## src/rtl/core/shdt_pkg.sv

```systemverilog
// Package for the string hash direct table: sizes, operation and register
// codes, the command passed from front to back, and the back-end states.
// No dependencies.
package shdt_pkg;

  localparam int TABLE_DEPTH  = 1024;
  localparam int VALUE_WIDTH  = 64;
  localparam int SLOT_W       = $clog2(TABLE_DEPTH);
  localparam int SLOT_OUT_W   = 10;
  localparam int SIZE_W       = 11;
  localparam int HASH_W       = 64;
  localparam int BYTE_W       = 8;
  localparam int OP_W         = 3;
  localparam int CFG_IDX_W    = 1;
  localparam int DIV_BITS     = 8;
  localparam int DIV_STEPS    = HASH_W / DIV_BITS;
  localparam int DIV_CNT_W    = $clog2(DIV_STEPS);
  localparam int CMDQ_DEPTH   = 2;
  localparam int CMDQ_PTR_W   = $clog2(CMDQ_DEPTH);
  localparam int CMDQ_CNT_W   = $clog2(CMDQ_DEPTH + 1);
  localparam int TABLE_SIZE_RESET = 1024;

  localparam logic [OP_W-1:0] OP_SET     = 3'd0;
  localparam logic [OP_W-1:0] OP_SET_PTR = 3'd1;
  localparam logic [OP_W-1:0] OP_GET     = 3'd2;
  localparam logic [OP_W-1:0] OP_GET_PTR = 3'd3;
  localparam logic [OP_W-1:0] OP_FILL    = 3'd4;

  localparam logic [CFG_IDX_W-1:0] REG_TABLE_SIZE   = 1'b0;
  localparam logic [CFG_IDX_W-1:0] REG_POINTER_MODE = 1'b1;

  typedef struct packed {
    logic [HASH_W-1:0]      hash;
    logic [OP_W-1:0]        op;
    logic [VALUE_WIDTH-1:0] value;
  } cmd_t;

  typedef struct packed {
    logic full;
    logic empty;
  } q_status_t;

  typedef enum logic [2:0] {
    BK_CLEAR,
    BK_IDLE,
    BK_DIV,
    BK_ACCESS,
    BK_FILL,
    BK_DONE
  } back_state_t;

endpackage

```

## src/rtl/core/shdt_cmdq.sv

```systemverilog
// Short command queue between the front and back ends.
// Depends on shdt_pkg.
module shdt_cmdq (
  input  logic                clk,
  input  logic                rst,
  input  logic                push,
  input  shdt_pkg::cmd_t      wdata,
  input  logic                pop,
  output shdt_pkg::cmd_t      head,
  output shdt_pkg::q_status_t stat
);
  import shdt_pkg::*;

  cmd_t                  entries [CMDQ_DEPTH];
  logic [CMDQ_PTR_W-1:0] wptr;
  logic [CMDQ_PTR_W-1:0] rptr;
  logic [CMDQ_CNT_W-1:0] count;

  assign head       = entries[rptr];
  assign stat.full  = (count == CMDQ_CNT_W'(CMDQ_DEPTH));
  assign stat.empty = (count == '0);

  always_ff @(posedge clk) begin
    if (rst) begin
      wptr  <= '0;
      rptr  <= '0;
      count <= '0;
    end else begin
      if (push) begin
        wptr <= (wptr == CMDQ_PTR_W'(CMDQ_DEPTH - 1)) ? '0 : wptr + 1'b1;
      end
      if (pop) begin
        rptr <= (rptr == CMDQ_PTR_W'(CMDQ_DEPTH - 1)) ? '0 : rptr + 1'b1;
      end
      if (push && !pop) begin
        count <= count + 1'b1;
      end else if (pop && !push) begin
        count <= count - 1'b1;
      end
    end
  end

  always_ff @(posedge clk) begin
    if (push) begin
      entries[wptr] <= wdata;
    end
  end

endmodule

```

## config.mk

```make
export PLATFORM = sky130hd
export DESIGN_NAME = shdt_cmdq
export DESIGN_NICKNAME = d
export VERILOG_FILES = /design/src/rtl/core/shdt_pkg.sv /design/src/rtl/core/shdt_cmdq.sv
export SDC_FILE = /design/constraint.sdc
export NUM_CORES = 1
export LEC_CHECK = 0
export ABC_AREA = 0
export BUFFER_PORTS_ARGS = -buffer_cell sky130_fd_sc_hd__buf_2
export CORE_MARGIN = 5
export CORE_UTILIZATION = 40
export CTS_BUF_LIST = sky130_fd_sc_hd__clkbuf_8
export DETAILED_ROUTE_END_ITERATION = 10
export GPL_TIMING_DRIVEN = 0
export PLACE_DENSITY = 0.65
export SYNTH_ARGS = -nofsm -noshare
export SYNTH_HDL_FRONTEND = slang
export SYNTH_SLANG_ARGS = --single-unit
```

## constraint.sdc

```tcl
create_clock -name clk -period 11.95 [get_ports clk]
set_clock_uncertainty 0.05 [all_clocks]
set_input_delay 1.7925 -clock clk [delete_from_list [all_inputs] [get_ports clk]]
set_output_delay 1.7925 -clock clk [all_outputs]
set_load 0.02 [all_outputs]
```

Word-level counts from Yosys, hierarchy flattened

Memories as Yosys holds them, arrays and structs flattened. A register that Yosys moved wholly into a read port is not among the register bits.
Index checks and enable logic that the tools add are counted.

RAM bits: 262
Flip-flop bits (word level): 4
Bits of input ports: 135
Output and inout bits: 133
Memories: 1
Word-level logic and storage cells: 23

Reduce and logical (&&, ||, !) cells: 6
Mux-type cells: 8
$add $sub $neg: 4
Eq/ne operators: 1

Memory list:

| memory  | words | bits a word | rd ports | clocked after memory_dff | wr ports | line            | RTL |
|---|---|---|---|---|---|---|---|
| entries | 2     | 131         | 1        | 1                        | 1        | shdt_cmdq.sv:14 | `cmd_t entries [CMDQ_DEPTH];` |

Operator list:

| operator                                          | count |
|---|---|
| two-way mux 1 bit                                 | 6 |
| two-way mux 2 bit                                 | 2 |
| adder 1 bit (second input constant)               | 2 |
| adder 2 x 1 -> 2 bit (second input constant)      | 1 |
| equality test 2 bit (second input constant)       | 1 |
| logical AND 1 bit                                 | 2 |
| logical NOT 1 bit                                 | 2 |
| logical NOT 2 bit                                 | 1 |
| nonzero test 2 bit                                | 1 |
| subtractor 2 x 1 -> 2 bit (second input constant) | 1 |

Depth between registers and ports, before layout

Depth in word-level cells: 4
Depth in mapped cells: 5
Depth with buffers taken out: 5

Worst setup path after synthesis

OpenSTA, ideal clock, no wires.

Path type: input to register
Start point: input port push
End point: memory entries[0][0] in the netlist's numbering (enable)
Data required time: 11.261 ns
Arrival time: 7.469 ns
Path slack: 3.793 ns
Setup time: 0.639 ns
Path buffers: 0
Cell stages on the path: 1
Cells stage by stage: nor2b_1

Cells in the longest elaborated chain, start to end: 2

RTL lines:

| element                                 | line            | RTL |
|---|---|---|
| from (decl)                             | shdt_cmdq.sv:6  | `input logic push,` |
| two-way mux 1 bit                       | shdt_cmdq.sv:44 | `if (push) begin` |
| two-way mux 1 bit (not written as such) | shdt_cmdq.sv:45 | `entries[wptr] <= wdata;` |
| to (decl)                               | shdt_cmdq.sv:14 |  |

No other way between the ends.

==> results.txt <==
----------------------------------------------------
[Cells and area]
  Area Growth Syn to Fin ... 27.3%
  Commonest cells after routing, fill and taps aside ... 271 x buf_2, 262 x edfxtp_1, 90 x mux2_4
  Number of nets in the layout ... 885
  Fraction of layout instances using a drive strength above 1 ... 60.7%
  Final instance area ... 0.0128 mm^2
  Fill cell count ... 2,058
  Most common cell after layout, fill and taps aside ... buf_2

[Routing]
  Antenna-violating nets left ... 0
  Drt total wl ... 19.6 mm
  Router iterations before antenna repair ... 4
  WL/cell ... 17.6 um
  Initial DRC count ... 309
  DRC viols ... 0
  Routed via count ... 4,992
  Vias per cell ... 4.48

[STA]
  Slew at the pin with the worst max-slew slack ... 0.524 ns
  Final period demand of the worst path ... 3.71 ns
  Ratio of final minimum period to clock period ... 31.0%
  Final Hold Viols ... 0
  Number of pins with negative max-slew slack in the final report ... 0
  Worst slew margin relative to its limit ... 65.0%
  Sum of negative setup slack ... 0 ns
  Setup repair after global routing missed its margin ... no
  Maximum operating frequency ... 270 MHz
  Number of failing setup endpoints in the final timing report ... 0

[Clock network]
  Hold buffer count at cts ... 0
  Number of sinks driven by the clock tree ... 267
  Postcts setup bufs ... 0
  Root buffer cell ... clkbuf_8
  TritonCTS buffer count ... 44
  Clock tree from TritonCTS ... done
  Buffer levels on the longest clock path ... 3
  Clock slew at reported path FFs ... 0.06 ns
  Worst-skew pair later-pin latency ... 0.54 ns
  CTS H-tree lvls ... 2
  Number of gates resized after cts ... 0

[Run status]
  Status ... finished clean

[Global routing]
  Wire length of the first global-routing pass ... 30.1 mm
  Number of global-route vias before repair ... 5,666
  Overflow left after global routing ... 0
  Number of antenna violations at the first check in global routing ... 2
  Pin count of the biggest net entering global routing ... 58
  GR Util All Layers ... 13.4%

[Run]
  Max capacitance violation total ... 0

[Logic synthesis]
  Largest area contributor in the netlist ... edfxtp_1
  Syn_nets ... 566
  Average footprint of a synthesized cell ... 23.3 um^2
  Sequential share of the synthesized area ... 79.4%
  Synthesized instance count ... 430
  Leading cell types by total area after synthesis ... edfxtp_1 78%, mux2_4 13%, mux2_2 4.6%, buf_6 1.1%, dfxtp_1 1.0%
  Number of distinct library cells after synthesis ... 17
  Area share of the leading cell type in the synthesized netlist ... 78.4%
  Count of warnings emitted by yosys ... 0
  Total of flip-flops plus latches after synthesis ... 267
  Cell area after technology mapping ... 0.0100 mm^2

[Critical path]
  Worst setup path class ... reg2out
  Startpoint of the lowest-slack register-to-register path ... wptr
  Master of the slowest instance on the critical path ... dfxtp_1
  Cell chain of the critical path ... buf_6, buf_8, buf_6, mux2_4, buf_2
  Arrival @ worst endpoint ... 1.87 ns
  Crit start category ... register
  Crit. End Element ... output port
  Required arrival time at the worst endpoint ... 10.11 ns
  Cell repeated most along the worst path ... buf_6
  Largest fanout on the critical path ... 10
  Max incr delay on CP ... 0.33 ns

[Floorplan]
  Die boundary height ... 168 um
  Overall die width ... 168 um
  I/O pin count ... 268
  Initial core utilization ... 40.2%
  Placement row count ... 58
  Die area ... 0.0284 mm^2
  Area of the core region ... 0.0250 mm^2

[Place]
  Final weighted congestion of routability-driven global placement ... 0.722
  HPWL reported at the end of detailed placement ... 13.9 mm
  Standard cell area after detailed placement ... 0.0119 mm^2
  Number of input and output port buffers inserted ... 267

[Pwr]
  Pwr Density ... 169 mW/mm^2
  Pleak ... 5.05 nW
  Peak supply drop ... 0.101 mV

[Worst hold path]
  Startpoint of the worst hold path ... count[1]
  Min-Delay Path Class ... reg2reg

----------------------------------------------------
-- cell type report --
| type | count | area, um^2 | share of cell area [%] |
|---|---|---|---|
| inverter | 1 | 3.75 | 0.0294 |
| clock inverter | 35 | 223 | 1.74 |
| timing repair buffer | 273 | 1470 | 11.5 |
| buffer | 15 | 148 | 1.16 |
| tap | 330 | 413 | 3.23 |
| multi-input combinational | 147 | 1920 | 15.1 |
| clock buffer | 45 | 619 | 4.85 |
| sequential | 267 | 7970 | 62.4 |
| antenna | 1 | 2.50 | 0.0196 |
-- registers in the layout, indices dropped and copies added (netlist names), named ones only --
register / flops
wptr: 1
entries: 262
rptr: 1
count: 2
-- report_power, final --
part           switching, mW  internal, mW
logic                  0.167         0.134
clock network          0.335         0.415
registers             0.0138          1.09
-- through the flow --
| stage | hold WS (ns) | std cells | power (mW) | worst slack, ns | util [%] |
|---|---|---|---|---|---|
| 2_1_floorplan | 0.411 | 430 | 1.33 | 3.79 | - |
| 3_3_place_gp | 0.444 | 1027 | 1.43 | 0.840 | 47.2 |
| 3_5_place_dp | 0.443 | 1033 | 1.43 | 8.71 | 47.8 |
| 4_1_cts | 0.458 | 1113 | 2.19 | 8.16 | 51.2 |
| 5_1_grt | 0.523 | 1114 | 2.26 | 8.13 | 51.2 |
| 6_report | 0.467 | 1114 | 2.16 | 8.24 | 51.2 |
-- metal layers --
metal  routed length, um  track usage [%]  vias up
met5                  11                0        -
met4                 355             3.85        2
met1                7390             15.1     2406
met2                9950             23.3      187
li1                    -                -     2359
met3                1850             5.47       38
-- critical path, delay by kind of cell, from the launching register on --
kind / cells / cell delay (ns)
buffers and inverters: 4 / 0.69
flip-flops: 1 / 0.33
multiplexers: 1 / 0.31
-- synth_stat cells --
cell,instances
mux2_4,90
xor2_1,2
ha_1,1
nor2_1,5
o21ai_0,1
and2_1,1
dfxtp_1,5
buf_6,10
buf_8,1
nor2b_1,2
edfxtp_1,262
mux2_2,41
inv_1,1
a21oi_1,1
or3_1,1
buf_2,4
xnor2_1,2
-- path summary, 6_finish.rpt --
check / end / slack [ns] / cells after the start
worst max-delay path: head[88] / 8.24 / 5
worst min-delay path: count[1] / 0.47 / 2
worst max register to register: entries[1][104] / 10.24 / 2
worst min register to register: count[1] / 0.47 / 2
-- kinds of logic (layout without fill, tap and decap cells) --
family / count (synthesis) / count (layout) / synth area share (%)
flip-flops: 267 / 267 / 79.4
multiplexers: 131 / 131 / 18.1
buffers and inverters: 16 / 369 / 1.51
AND/OR/NAND/NOR: 9 / 9 / 0.437
XOR/XNOR: 4 / 4 / 0.349
AO/OA/AOI/OAI: 2 / 2 / 0.0997
adder cells (fa/ha/maj): 1 / 1 / 0.125
other: 0 / 1 / 0
No activity file was read; power rests on OpenSTA's default activity.
