`src/rtl/core/shdt_pkg.sv`:
```
// Package for the string hash direct table: sizes, operation and register
// codes, the command passed from front to back, and the back-end states.
// No dependencies.
package shdt_pkg;

  localparam int TABLE_DEPTH  = 1024;
  localparam int VALUE_WIDTH  = 64;
  localparam int SLOT_W       = $clog2(TABLE_DEPTH);
  localparam int SLOT_OUT_W   = 10;
  localparam int SIZE_W       = 11;
  localparam int HASH_W       = 64;
  localparam int BYTE_W       = 8;
  localparam int OP_W         = 3;
  localparam int CFG_IDX_W    = 1;
  localparam int DIV_BITS     = 8;
  localparam int DIV_STEPS    = HASH_W / DIV_BITS;
  localparam int DIV_CNT_W    = $clog2(DIV_STEPS);
  localparam int CMDQ_DEPTH   = 2;
  localparam int CMDQ_PTR_W   = $clog2(CMDQ_DEPTH);
  localparam int CMDQ_CNT_W   = $clog2(CMDQ_DEPTH + 1);
  localparam int TABLE_SIZE_RESET = 1024;

  localparam logic [OP_W-1:0] OP_SET     = 3'd0;
  localparam logic [OP_W-1:0] OP_SET_PTR = 3'd1;
  localparam logic [OP_W-1:0] OP_GET     = 3'd2;
  localparam logic [OP_W-1:0] OP_GET_PTR = 3'd3;
  localparam logic [OP_W-1:0] OP_FILL    = 3'd4;

  localparam logic [CFG_IDX_W-1:0] REG_TABLE_SIZE   = 1'b0;
  localparam logic [CFG_IDX_W-1:0] REG_POINTER_MODE = 1'b1;

  typedef struct packed {
    logic [HASH_W-1:0]      hash;
    logic [OP_W-1:0]        op;
    logic [VALUE_WIDTH-1:0] value;
  } cmd_t;

  typedef struct packed {
    logic full;
    logic empty;
  } q_status_t;

  typedef enum logic [2:0] {
    BK_CLEAR,
    BK_IDLE,
    BK_DIV,
    BK_ACCESS,
    BK_FILL,
    BK_DONE
  } back_state_t;

endpackage

```
`src/rtl/core/shdt_if.sv`:
```
// Valid/ready channel interfaces for name bytes in and results out.
// Depends on shdt_pkg.
interface shdt_in_if;
  logic                             valid;
  logic                             ready;
  logic [shdt_pkg::OP_W-1:0]        op;
  logic [shdt_pkg::BYTE_W-1:0]      name_byte;
  logic [63:0]                      write_value;

  modport source (output valid, op, name_byte, write_value, input ready);
  modport sink (input valid, op, name_byte, write_value, output ready);
endinterface


```
`src/rtl/core/shdt_front.sv`:
```
// Front end: accepts name bytes, folds them into the hash and queues a command
// on the terminating byte. Depends on shdt_pkg and shdt_in_if.
module shdt_front (
  input  logic                clk,
  input  logic                rst,
  shdt_in_if.sink             req,
  input  shdt_pkg::q_status_t q_stat,
  input  logic                clearing,
  output logic                push,
  output shdt_pkg::cmd_t      push_cmd
);
  import shdt_pkg::*;

  logic [HASH_W-1:0] hash;
  logic [HASH_W-1:0] hash_next;
  logic              accept;

  assign req.ready = !clearing && !q_stat.full;
  assign accept    = req.valid && req.ready;
  assign push      = accept && (req.name_byte == '0);
  assign hash_next = (hash << 6) + (hash << 5) + hash + HASH_W'(req.name_byte);

  assign push_cmd.hash  = hash;
  assign push_cmd.op    = req.op;
  assign push_cmd.value = VALUE_WIDTH'(req.write_value);

  always_ff @(posedge clk) begin
    if (rst) begin
      hash <= '0;
    end else if (accept) begin
      hash <= (req.name_byte == '0) ? '0 : hash_next;
    end
  end

endmodule

```
`src/flat_wrapper.sv`:
```
// flat-port wrapper written by rule: the top's interface ports become plain ports
module shdt_front_flat import shdt_pkg::*;
  (clk, rst, q_stat, clearing, push, push_cmd, req_valid, req_op, req_name_byte, req_write_value, req_ready);
  shdt_in_if req_i ();
  input  logic clk;
  input  logic rst;
  input  shdt_pkg::q_status_t q_stat;
  input  logic clearing;
  output logic push;
  output shdt_pkg::cmd_t push_cmd;
  input wire logic [$bits(req_i.valid)-1:0] req_valid;
  input wire logic [$bits(req_i.op)-1:0] req_op;
  input wire logic [$bits(req_i.name_byte)-1:0] req_name_byte;
  input wire logic [$bits(req_i.write_value)-1:0] req_write_value;
  output wire logic [$bits(req_i.ready)-1:0] req_ready;
  assign req_i.valid = req_valid;
  assign req_i.op = req_op;
  assign req_i.name_byte = req_name_byte;
  assign req_i.write_value = req_write_value;
  assign req_ready = req_i.ready;
  shdt_front u_core (.clk(clk), .rst(rst), .req(req_i), .q_stat(q_stat), .clearing(clearing), .push(push), .push_cmd(push_cmd));
endmodule
```
`config.mk`:
```
export PLATFORM = sky130hd
export DESIGN_NAME = shdt_front_flat
export DESIGN_NICKNAME = d
export VERILOG_FILES = /design/src/rtl/core/shdt_pkg.sv /design/src/rtl/core/shdt_if.sv /design/src/rtl/core/shdt_front.sv /design/src/flat_wrapper.sv
export SDC_FILE = /design/constraint.sdc
export NUM_CORES = 1
export LEC_CHECK = 0
export ABC_AREA = 1
export BUFFER_PORTS_ARGS = -buffer_cell sky130_fd_sc_hd__buf_2
export CAP_MARGIN = 20
export CORE_UTILIZATION = 50
export CTS_CLUSTER_SIZE = 10
export DETAILED_ROUTE_END_ITERATION = 10
export PLACE_DENSITY = 0.77
export SLEW_MARGIN = 20
export SYNTH_ARGS = -nofsm -noshare
export SYNTH_HDL_FRONTEND = slang
export SYNTH_SLANG_ARGS = --single-unit
```
`constraint.sdc`:
```
create_clock -name clk -period 3.12 [get_ports clk]
set_clock_uncertainty 0.1 [all_clocks]
set_input_delay 0.156 -clock clk [delete_from_list [all_inputs] [get_ports clk]]
set_output_delay 0.156 -clock clk [all_outputs]
set_load 0.03 [all_outputs]
```
# Word level (Yosys, flattened, before mapping)
# Cells that the tools add are included.
dict set report word_totals {
  out_inout_bits 133
  regBits 64
  ram_bits 0
  latch_bits 0
  n_memories 0
  rom_bits 0
}
dict set report op_classes {
  add_sub_neg 3
  bitwise 0
  magnitude_cmp 0
  n_eq_ne 0
  mul 0
  div 0
  shift 0
  n_reduce_logical 6
  mux 1
}
# op count
set ops {}
lappend ops {{adder 64 bit} 2}
lappend ops {{adder 64 x 8 -> 64 bit} 1}
lappend ops {{2-to-1 mux 64 bit} 1}
lappend ops {{logical NOT 8 bit} 1}
lappend ops {{logical AND 1 bit} 3}
lappend ops {{logical NOT 1 bit} 2}

# Depth between registers and ports, before layout
# Gate-level depths: netlist of the first run.
dict set report logic_depth {
  word_depth 4
  depth_mapped 20
  depth_no_buf 20
}

# Worst setup path before layout of the first run
# Ideal clock, no wire load.
dict set report synth_timing {
  path_kind {reg2reg}
  start {register u_core.hash[1]}
  end {register u_core.hash[33]}
  n_path_buf 0
  required_ns 2.888
  period_less_slack_ns 3.213
  stages_incl_launch_ff 19
  arrival_ns 2.981
  setup_time_ns 0.132
  path_slack_ns -0.093
  cell_sequence {dfxtp_1 > inv_1 > fa_1 > fa_1 > inv_1 > ha_1 > nand2_1 > inv_1 > nand2_1 > nand2_1 > inv_1 > nand2_1 > nand2_1 > nand2_1 > nand2_1 > nand2_1 > or2_2 > nand2_1 > a21oi_1}
}
dict set report synth_via {
  elab_chain_len 4
}
# element line
set synth_lines {}
lappend synth_lines {{start, declared} shdt_front.sv:14} ;# logic [HASH_W-1:0] hash;
lappend synth_lines {{start signal, assigned} shdt_front.sv:31} ;# hash <= (req.name_byte == '0) ? '0 : hash_next;
lappend synth_lines {{adder 64 bit} shdt_front.sv:21} ;# assign hash_next = (hash << 6) + (hash << 5) + hash + HASH_W'(req.name_byte);
lappend synth_lines {{adder 64 bit (*)} shdt_front.sv:21}
lappend synth_lines {{adder 64 x 8 -> 64 bit (*)} shdt_front.sv:21}
lappend synth_lines {{2-to-1 mux 64 bit (*)} shdt_front.sv:31}
# Mark *: on every way between the ends. The rest lies on a longest branch, timed or not.
# A chain may end at the register's enable or synchronous reset.

# Worst setup path after layout of the first run
dict set report layout_timing {
  start {register u_core.hash[6]}
  end {register u_core.hash[34]}
}
# Same word-level chain as after synthesis.

==> qor.yml, run 1 <==
drv_slew: 0
grt_usage_pct: 30.97
crit_chain: "inv_2 > fa_1 > inv_1 > ha_1 > ha_4 > nand2_2 > inv_1 > nand2_1 > nand2_1 > a21oi_1 > nand2_4 > nand2_1 > nand2_2 > or2_1 > nand2_1 > a21oi_1"
min_path_cells: 4
grt_max_degree: 66
drcViolationCount: 0
largest_reg_flops: 64
die_h_um: 149.4
place_area_sq_um: 12110
cts_max_level: 3
timing.final.crit_share_pct: 102.0
min_path_type: "primary input to register"
dieArea_sq_um: 22320
rows: 53
fillers: 1736
tritoncts: "built"
cp_slowest_stage_delay_ps: 530
core_area_sq_um: 21150
critical_path.top_delay_family: "adder cells"
worst-path-buf-inv: 3
failed_checks: "setup timing"
post-dp-hpwl_mm: 26.94
drive_above_1_share_pct: 36.97
crit_fanout: 5
r2r-start: "u_core.hash[6]$_SDFFE_PP0P_"
wirelength_mm: 37.86
ys_top_cells_by_area: "nand2_1 (21%), ha_1 (15%), inv_1 (14%), dfxtp_1 (12%), fa_1 (11%)"
seq_area_frac_synth_pct: 11.79
synth_cells: 1808
yosysWarnings: 0
die_w_um: 149.4
clk_latency_ps: 360
yosysMostFrequentCell: "nand2_1"
ys_types: 34
cp.required_ps: 3260
p_leak_uw: 0.008261
rsz0062_at_grt: "true"
syn_avg_cell_area_sq_um: 6.010
clockBufferDepth: 2
root_buffer: "clkbuf_16"
grt_pass1_vias: 10911
portBuffers: 78
hp-start: "req_name_byte[0]"
routedWlPerCell_um: 16.91
maxCapViolations: 0
cp-start-kind: "register"
syn_to_final_growth_pct: 34.21
gp_congestion: 1.011
synthTopCellsByCount: "nand2_1 (618), inv_1 (415), ha_1 (126), a21oi_1 (115), nand3_1 (107)"
min_to: "u_core.hash[0]$_SDFFE_PP0P_"
cts_buffers: 9
fmax_mhz: 314.2
fin_ws_ps: -62.43
finalPower_uw: 2257
async_flop_share_pct: 0
first_pass_iters: 7
top_regs: "u_core.hash: 64 flops"
syn-num-nets: 2076
critPathKind: "register to register"
final_hold_viol_count: 0
regArea_sq_um: 1329
num_io_pins: 214
synth-seq-cells: 64
grt_overflow_total: 0
drtIter0Drc: 1047
num_vias: 11900
power_density_nw_per_um2: 154.8
synth_edf_count: 0
cp.arrival_ps: 3320
cpMaxStageDelayCell: "fa_1"
ant_nets: 0
via_per_inst: 5.315
finalSetupViolCount: 2
antenna_found_initial: 0
regToRegEndpoint: "u_core.hash[34]$_SDFFE_PP0P_"
cts_hold_buf: 0
synth_top_flop_cell: "dfxtp_1"
r2r_cells: 16
initial_core_util_pct: 51.36
grt_pass1_wl_mm: 53.76
cp-end-kind: "register"
synth_top_cell_by_area: "nand2_1"
max_flop_register: "u_core.hash"
peakVddDrop_mv: 0.2239
yosysTopAreaCellShare_pct: 21.35
ff2ff_setup_slack_ps: -60
clk_pin_slew_ps: 70
status: "finished with violations"
fin_crit_ps: 3182
crit_top_cell: "nand2_1"
synthesis.area_sq_um: 10870
worstMarginPinSlew_ps: 756.0
max-slew-margin-rel_pct: 49.60
multi_input_area_sq_um: 9550
cts.sinks: 64
fin_area_sq_um: 14580
n_antenna_cell: 0
nNetsFinal: 2227
worst min-delay path: cells and delay by family:
kind / cells / cell delay [ps]
fa+ha+maj: 1 / 120
compound gates: 1 / 100
buf+inv: 1 / 90
simple gates: 1 / 50
cells in the final DEF, fill, tap and decap left out, types with 4 or more instances in the layout:
master / netlist / layout
nor3_4: 0 / 4
inv_1: 415 / 360
nor2_1: 92 / 54
ha_2: 0 / 6
fa_1: 61 / 60
or2_2: 23 / 20
buf_4: 68 / 147
nand2_1: 618 / 492
nor2_4: 5 / 26
ha_4: 0 / 79
dfxtp_2: 0 / 38
ha_1: 126 / 41
nor2_2: 12 / 29
buf_2: 3 / 78
dfxtp_1: 64 / 26
nand2_2: 14 / 105
nand3_4: 0 / 9
and3_1: 4 / 4
o21ai_0: 11 / 11
nand3_2: 5 / 25
clkinv_2: 0 / 4
nand3_1: 107 / 78
a21oi_2: 0 / 34
nand3b_1: 7 / 7
xnor2_1: 4 / 4
nand2_4: 0 / 35
a21oi_1: 115 / 79
clkbuf_16: 0 / 9
inv_2: 4 / 59
nand4_1: 11 / 11
metal layers:
layer	up-vias	share of wire, %	track usage (%)
met5	-	0	0
met4	0	4.0	9.694
met3	157	7.8	4.817
met2	544	47	51.16
met1	5498	41	41.20
li1	5701	-	-
how the worst max path moves through the flow:
stage,start,endpoint,slack (ps),cells past startpoint
finish,u_core.hash[6]$_SDFFE_PP0P_,u_core.hash[34]$_SDFFE_PP0P_,-60,16
global route,u_core.hash[6]$_SDFFE_PP0P_,u_core.hash[18]$_SDFFE_PP0P_,-170,15
CTS,u_core.hash[30]$_SDFFE_PP0P_,u_core.hash[50]$_SDFFE_PP0P_,-20,14
detailed placement,u_core.hash[24]$_SDFFE_PP0P_,u_core.hash[50]$_SDFFE_PP0P_,-190,14
global placement,u_core.hash[24]$_SDFFE_PP0P_,u_core.hash[50]$_SDFFE_PP0P_,-180,14
floorplan,u_core.hash[15]$_SDFFE_PP0P_,u_core.hash[24]$_SDFFE_PP0P_,10,14
report_power, final:
group,switching (uW),total [uW],internal (uW),leakage [uW]
Combinational,243,408,165,0.00759
Clock,463,1020,557,0.000136
Sequential,4.89,830,825,0.000535
stage by stage:
step	cells	hold slack (ps)	setup TNS, ps	worst slack, ps	utilization [%]
2_1_floorplan	1808	326.6	0	11.16	-
3_3_place_gp	2219	212.2	-1660	-175.6	57.23
3_5_place_dp	2219	212.2	-3897	-189.1	57.23
4_1_cts	2236	102.8	-69.78	-24.81	61.41
5_1_grt	2239	120.6	-2601	-168.4	68.94
6_report	2239	101.5	-110.0	-62.43	68.94
final cells by class:
type / instances / share of cell area (%)
Tap cell: 275 / 2.360
Clock buffer: 12 / 1.690
Inverter: 420 / 10.81
Sequential cell: 64 / 9.112
Timing Repair Buffer: 227 / 10.40
Clock inverter: 4 / 0.1373
Multi-Input combinational cell: 1237 / 65.49
timing repair:
action,in CTS,in global routing
pin swaps,6,80
cloned,0,0
setup endpoints to repair,47,50
endpoints found under the hold margin,0,0
gates resized for setup,120,376
buffers inserted,1,3
cells by family after synthesis:
logic type	count (synthesis)	synth area share (%)
flops	64	11.79
buf+inv	507	19.97
simple gates	912	35.80
compound gates	133	6.287
xor+xnor	5	0.4030
fa+ha+maj	187	25.75
Note: power is estimated with default switching activity, not from simulation.
==> inputs of run 2 (changes only) <==
- CELL_PAD_IN_SITES_DETAIL_PLACEMENT: not set -> 1
- CELL_PAD_IN_SITES_GLOBAL_PLACEMENT: not set -> 1
- CORE_UTILIZATION: 50 -> 36
- CTS_CLUSTER_SIZE: 10 -> 8
- PLACE_DENSITY: 0.77 -> 0.81
==> qor.yml, run 2 (same netlist as run 1, synthesis figures left out) <==
first_pass_iters: 5  # -2
portBuffers: 78  # unchanged
syn_to_final_growth_pct: 42.75
drv_slew: 0  # unchanged
status: "finished with violations"
cp_slowest_stage_delay_ps: 640  # +110 ps
initial_core_util_pct: 36.66  # -15 points
antenna_found_initial: 1  # +1
clk_latency_ps: 380  # +20 ps
regToRegEndpoint: "u_core.hash[14]$_SDFFE_PP0P_"
final_cell_mix: "nand2_1 (469), inv_1 (351), buf_4 (187)"
critPathKind: "register to register"
num_vias: 13286  # +12%
grt_usage_pct: 29.64  # -1.3 points
dieArea_sq_um: 30880  # +38%
largest_reg_flops: 64  # unchanged
rsz0062_at_grt: "true"
die_w_um: 175.7  # +18%
fin_crit_ps: 3588  # +405.8 ps
clk_pin_slew_ps: 60  # about the same
min_to: "u_core.hash[0]$_SDFFE_PP0P_"
failed_checks: "setup timing"
r2r-start: "u_core.hash[7]$_SDFFE_PP0P_"
drive_above_1_share_pct: 40.46  # +3.5 points
top_regs: "u_core.hash: 64 flops"
cp-start-kind: "register"
grt_pass1_wl_mm: 70.60  # +31%
min_path_cells: 4  # unchanged
final_hold_viol_count: 0  # unchanged
num_io_pins: 214  # unchanged
critical_path.top_delay_family: "adder cells"
rows: 63  # +19%
worstMarginPinSlew_ps: 967.3  # +211.3 ps
routedWlPerCell_um: 23.32  # +38%
cp-end-kind: "register"
tritoncts: "built"
cts.sinks: 64  # unchanged
via_per_inst: 5.529  # +4.0%
ant_nets: 0  # unchanged
crit_fanout: 5  # unchanged
finalSetupViolCount: 57  # +55
p_leak_uw: 0.008671  # +5.0%
grt_pass1_vias: 13206  # +21%
root_buffer: "clkbuf_16"
grt_overflow_total: 0  # unchanged
nNetsFinal: 2275  # +2.2%
maxCapViolations: 0  # unchanged
r2r_cells: 15  # -1
cp.required_ps: 3230  # -30 ps
cp.arrival_ps: 3700  # +380 ps
cts_max_level: 3  # unchanged
wirelength_mm: 56.03  # +48%
hp-start: "req_name_byte[0]"
final_common_cell: "nand2_1"
max_flop_register: "u_core.hash"
min_path_type: "primary input to register"
grt_max_degree: 66  # unchanged
drcViolationCount: 0  # unchanged
max-slew-margin-rel_pct: 35.51  # -14 points
worst-path-buf-inv: 5  # +2
ff2ff_setup_slack_ps: -470  # -410 ps
final_core_util_pct: 52.33  # -17 points
timing.final.crit_share_pct: 115.0  # +13 points
post-dp-hpwl_mm: 33.49  # +24%
clockBufferDepth: 2  # unchanged
die_h_um: 175.7  # +18%
core_area_sq_um: 29640  # +40%
drtIter0Drc: 1014  # -3.2%
cts_buffers: 9  # unchanged
crit_chain: "inv_2 > fa_1 > inv_1 > ha_4 > ha_4 > nand2_1 > nand2_1 > inv_1 > nand2_1 > inv_1 > nand3_1 > buf_4 > o21ai_0 > a21o_1 > a21oi_1"
finalPower_uw: 2723  # +21%
power_density_nw_per_um2: 175.5  # +13%
cpMaxStageDelayCell: "o21ai_0"
fmax_mhz: 278.7  # -11%
fin_ws_ps: -468.3  # -405.8 ps
gp_congestion: 0.9427  # -6.8%
peakVddDrop_mv: 0.1589  # -29%
==> run 2: changes by cell type in the layout (fill, tap and decap cells not counted), moves of 6 or more <==
cell     delta
inv_1       -9
inv_2       +6
nand2_2    +11
buf_4      +40
nor2_4     +10
nor2_2      -7
nand2_4    +11
buf_6       +6
nand2_1    -23
==> run 2: final cells by class <==
type	instances	area, sq um
Fill cell	3823	14130
Multi-Input combinational cell	1237	9812
Timing Repair Buffer	275	1924
Inverter	420	1584
Sequential cell	64	1329
Tap cell	390	488.0
Clock buffer	11	242.7
Clock inverter	5	127.6
Antenna cell	1	2.502
==> run 2: repair_timing <==
action,4_1_cts,5_1_grt
endpoints found under the setup margin,53,54
hold buffers,0,0
pin swaps,33,75
gates resized for setup,242,337
setup buffers,9,14
==> run 2: worst register-to-register path: cells and delay by family (launching register included) <==
kind	cells	cell delay, ps
AO/OA/AOI/OAI	3	940
adder cells (fa/ha/maj)	3	1120
buffers and inverters	5	500
flip-flops	1	340
AND/OR/NAND/NOR	4	420
==> run 2: how the worst max path moves through the flow <==
stage,start,to,slack (ps),depth (start not counted)
6_report,u_core.hash[7]$_SDFFE_PP0P_,u_core.hash[14]$_SDFFE_PP0P_,-470,15
5_1_grt,u_core.hash[6]$_SDFFE_PP0P_,u_core.hash[14]$_SDFFE_PP0P_,-540,15
4_1_cts,u_core.hash[31]$_SDFFE_PP0P_,u_core.hash[62]$_SDFFE_PP0P_,-7,14
3_5_place_dp,u_core.hash[0]$_SDFFE_PP0P_,u_core.hash[37]$_SDFFE_PP0P_,-300,15
3_3_place_gp,u_core.hash[24]$_SDFFE_PP0P_,u_core.hash[54]$_SDFFE_PP0P_,-200,17
2_1_floorplan,u_core.hash[15]$_SDFFE_PP0P_,u_core.hash[24]$_SDFFE_PP0P_,10,14
==> run 2: routing by layer <==
layer | share of wire (%) | up-vias | track usage [%]
met5 | 0.023 | - | 0
li1 | - | 5795 | -
met4 | 7.5 | 2 | 14.49
met2 | 47 | 703 | 52.19
met3 | 7.5 | 318 | 4.437
met1 | 38 | 6468 | 34.94
==> run 2: per-stage QoR <==
stage	area (sq um)	std cells	hold WS, ps	setup TNS (ps)	worst slack (ps)
after global routing	15510	2402	86.63	-15040	-535.7
after CTS	14030	2388	89.73	-6.622	-6.622
final	15510	2403	82.74	-10010	-468.3
after detailed placement	12490	2363	212.2	-8898	-297.6
after floorplan	10870	1808	326.6	0	11.16
after global placement	12490	2363	212.2	-3825	-200.0
==> run 2: power by group <==
group	total (uW)	switching, uW	internal (uW)
Sequential	830	5.83	824
Combinational	503	304	200
Clock	1390	504	885
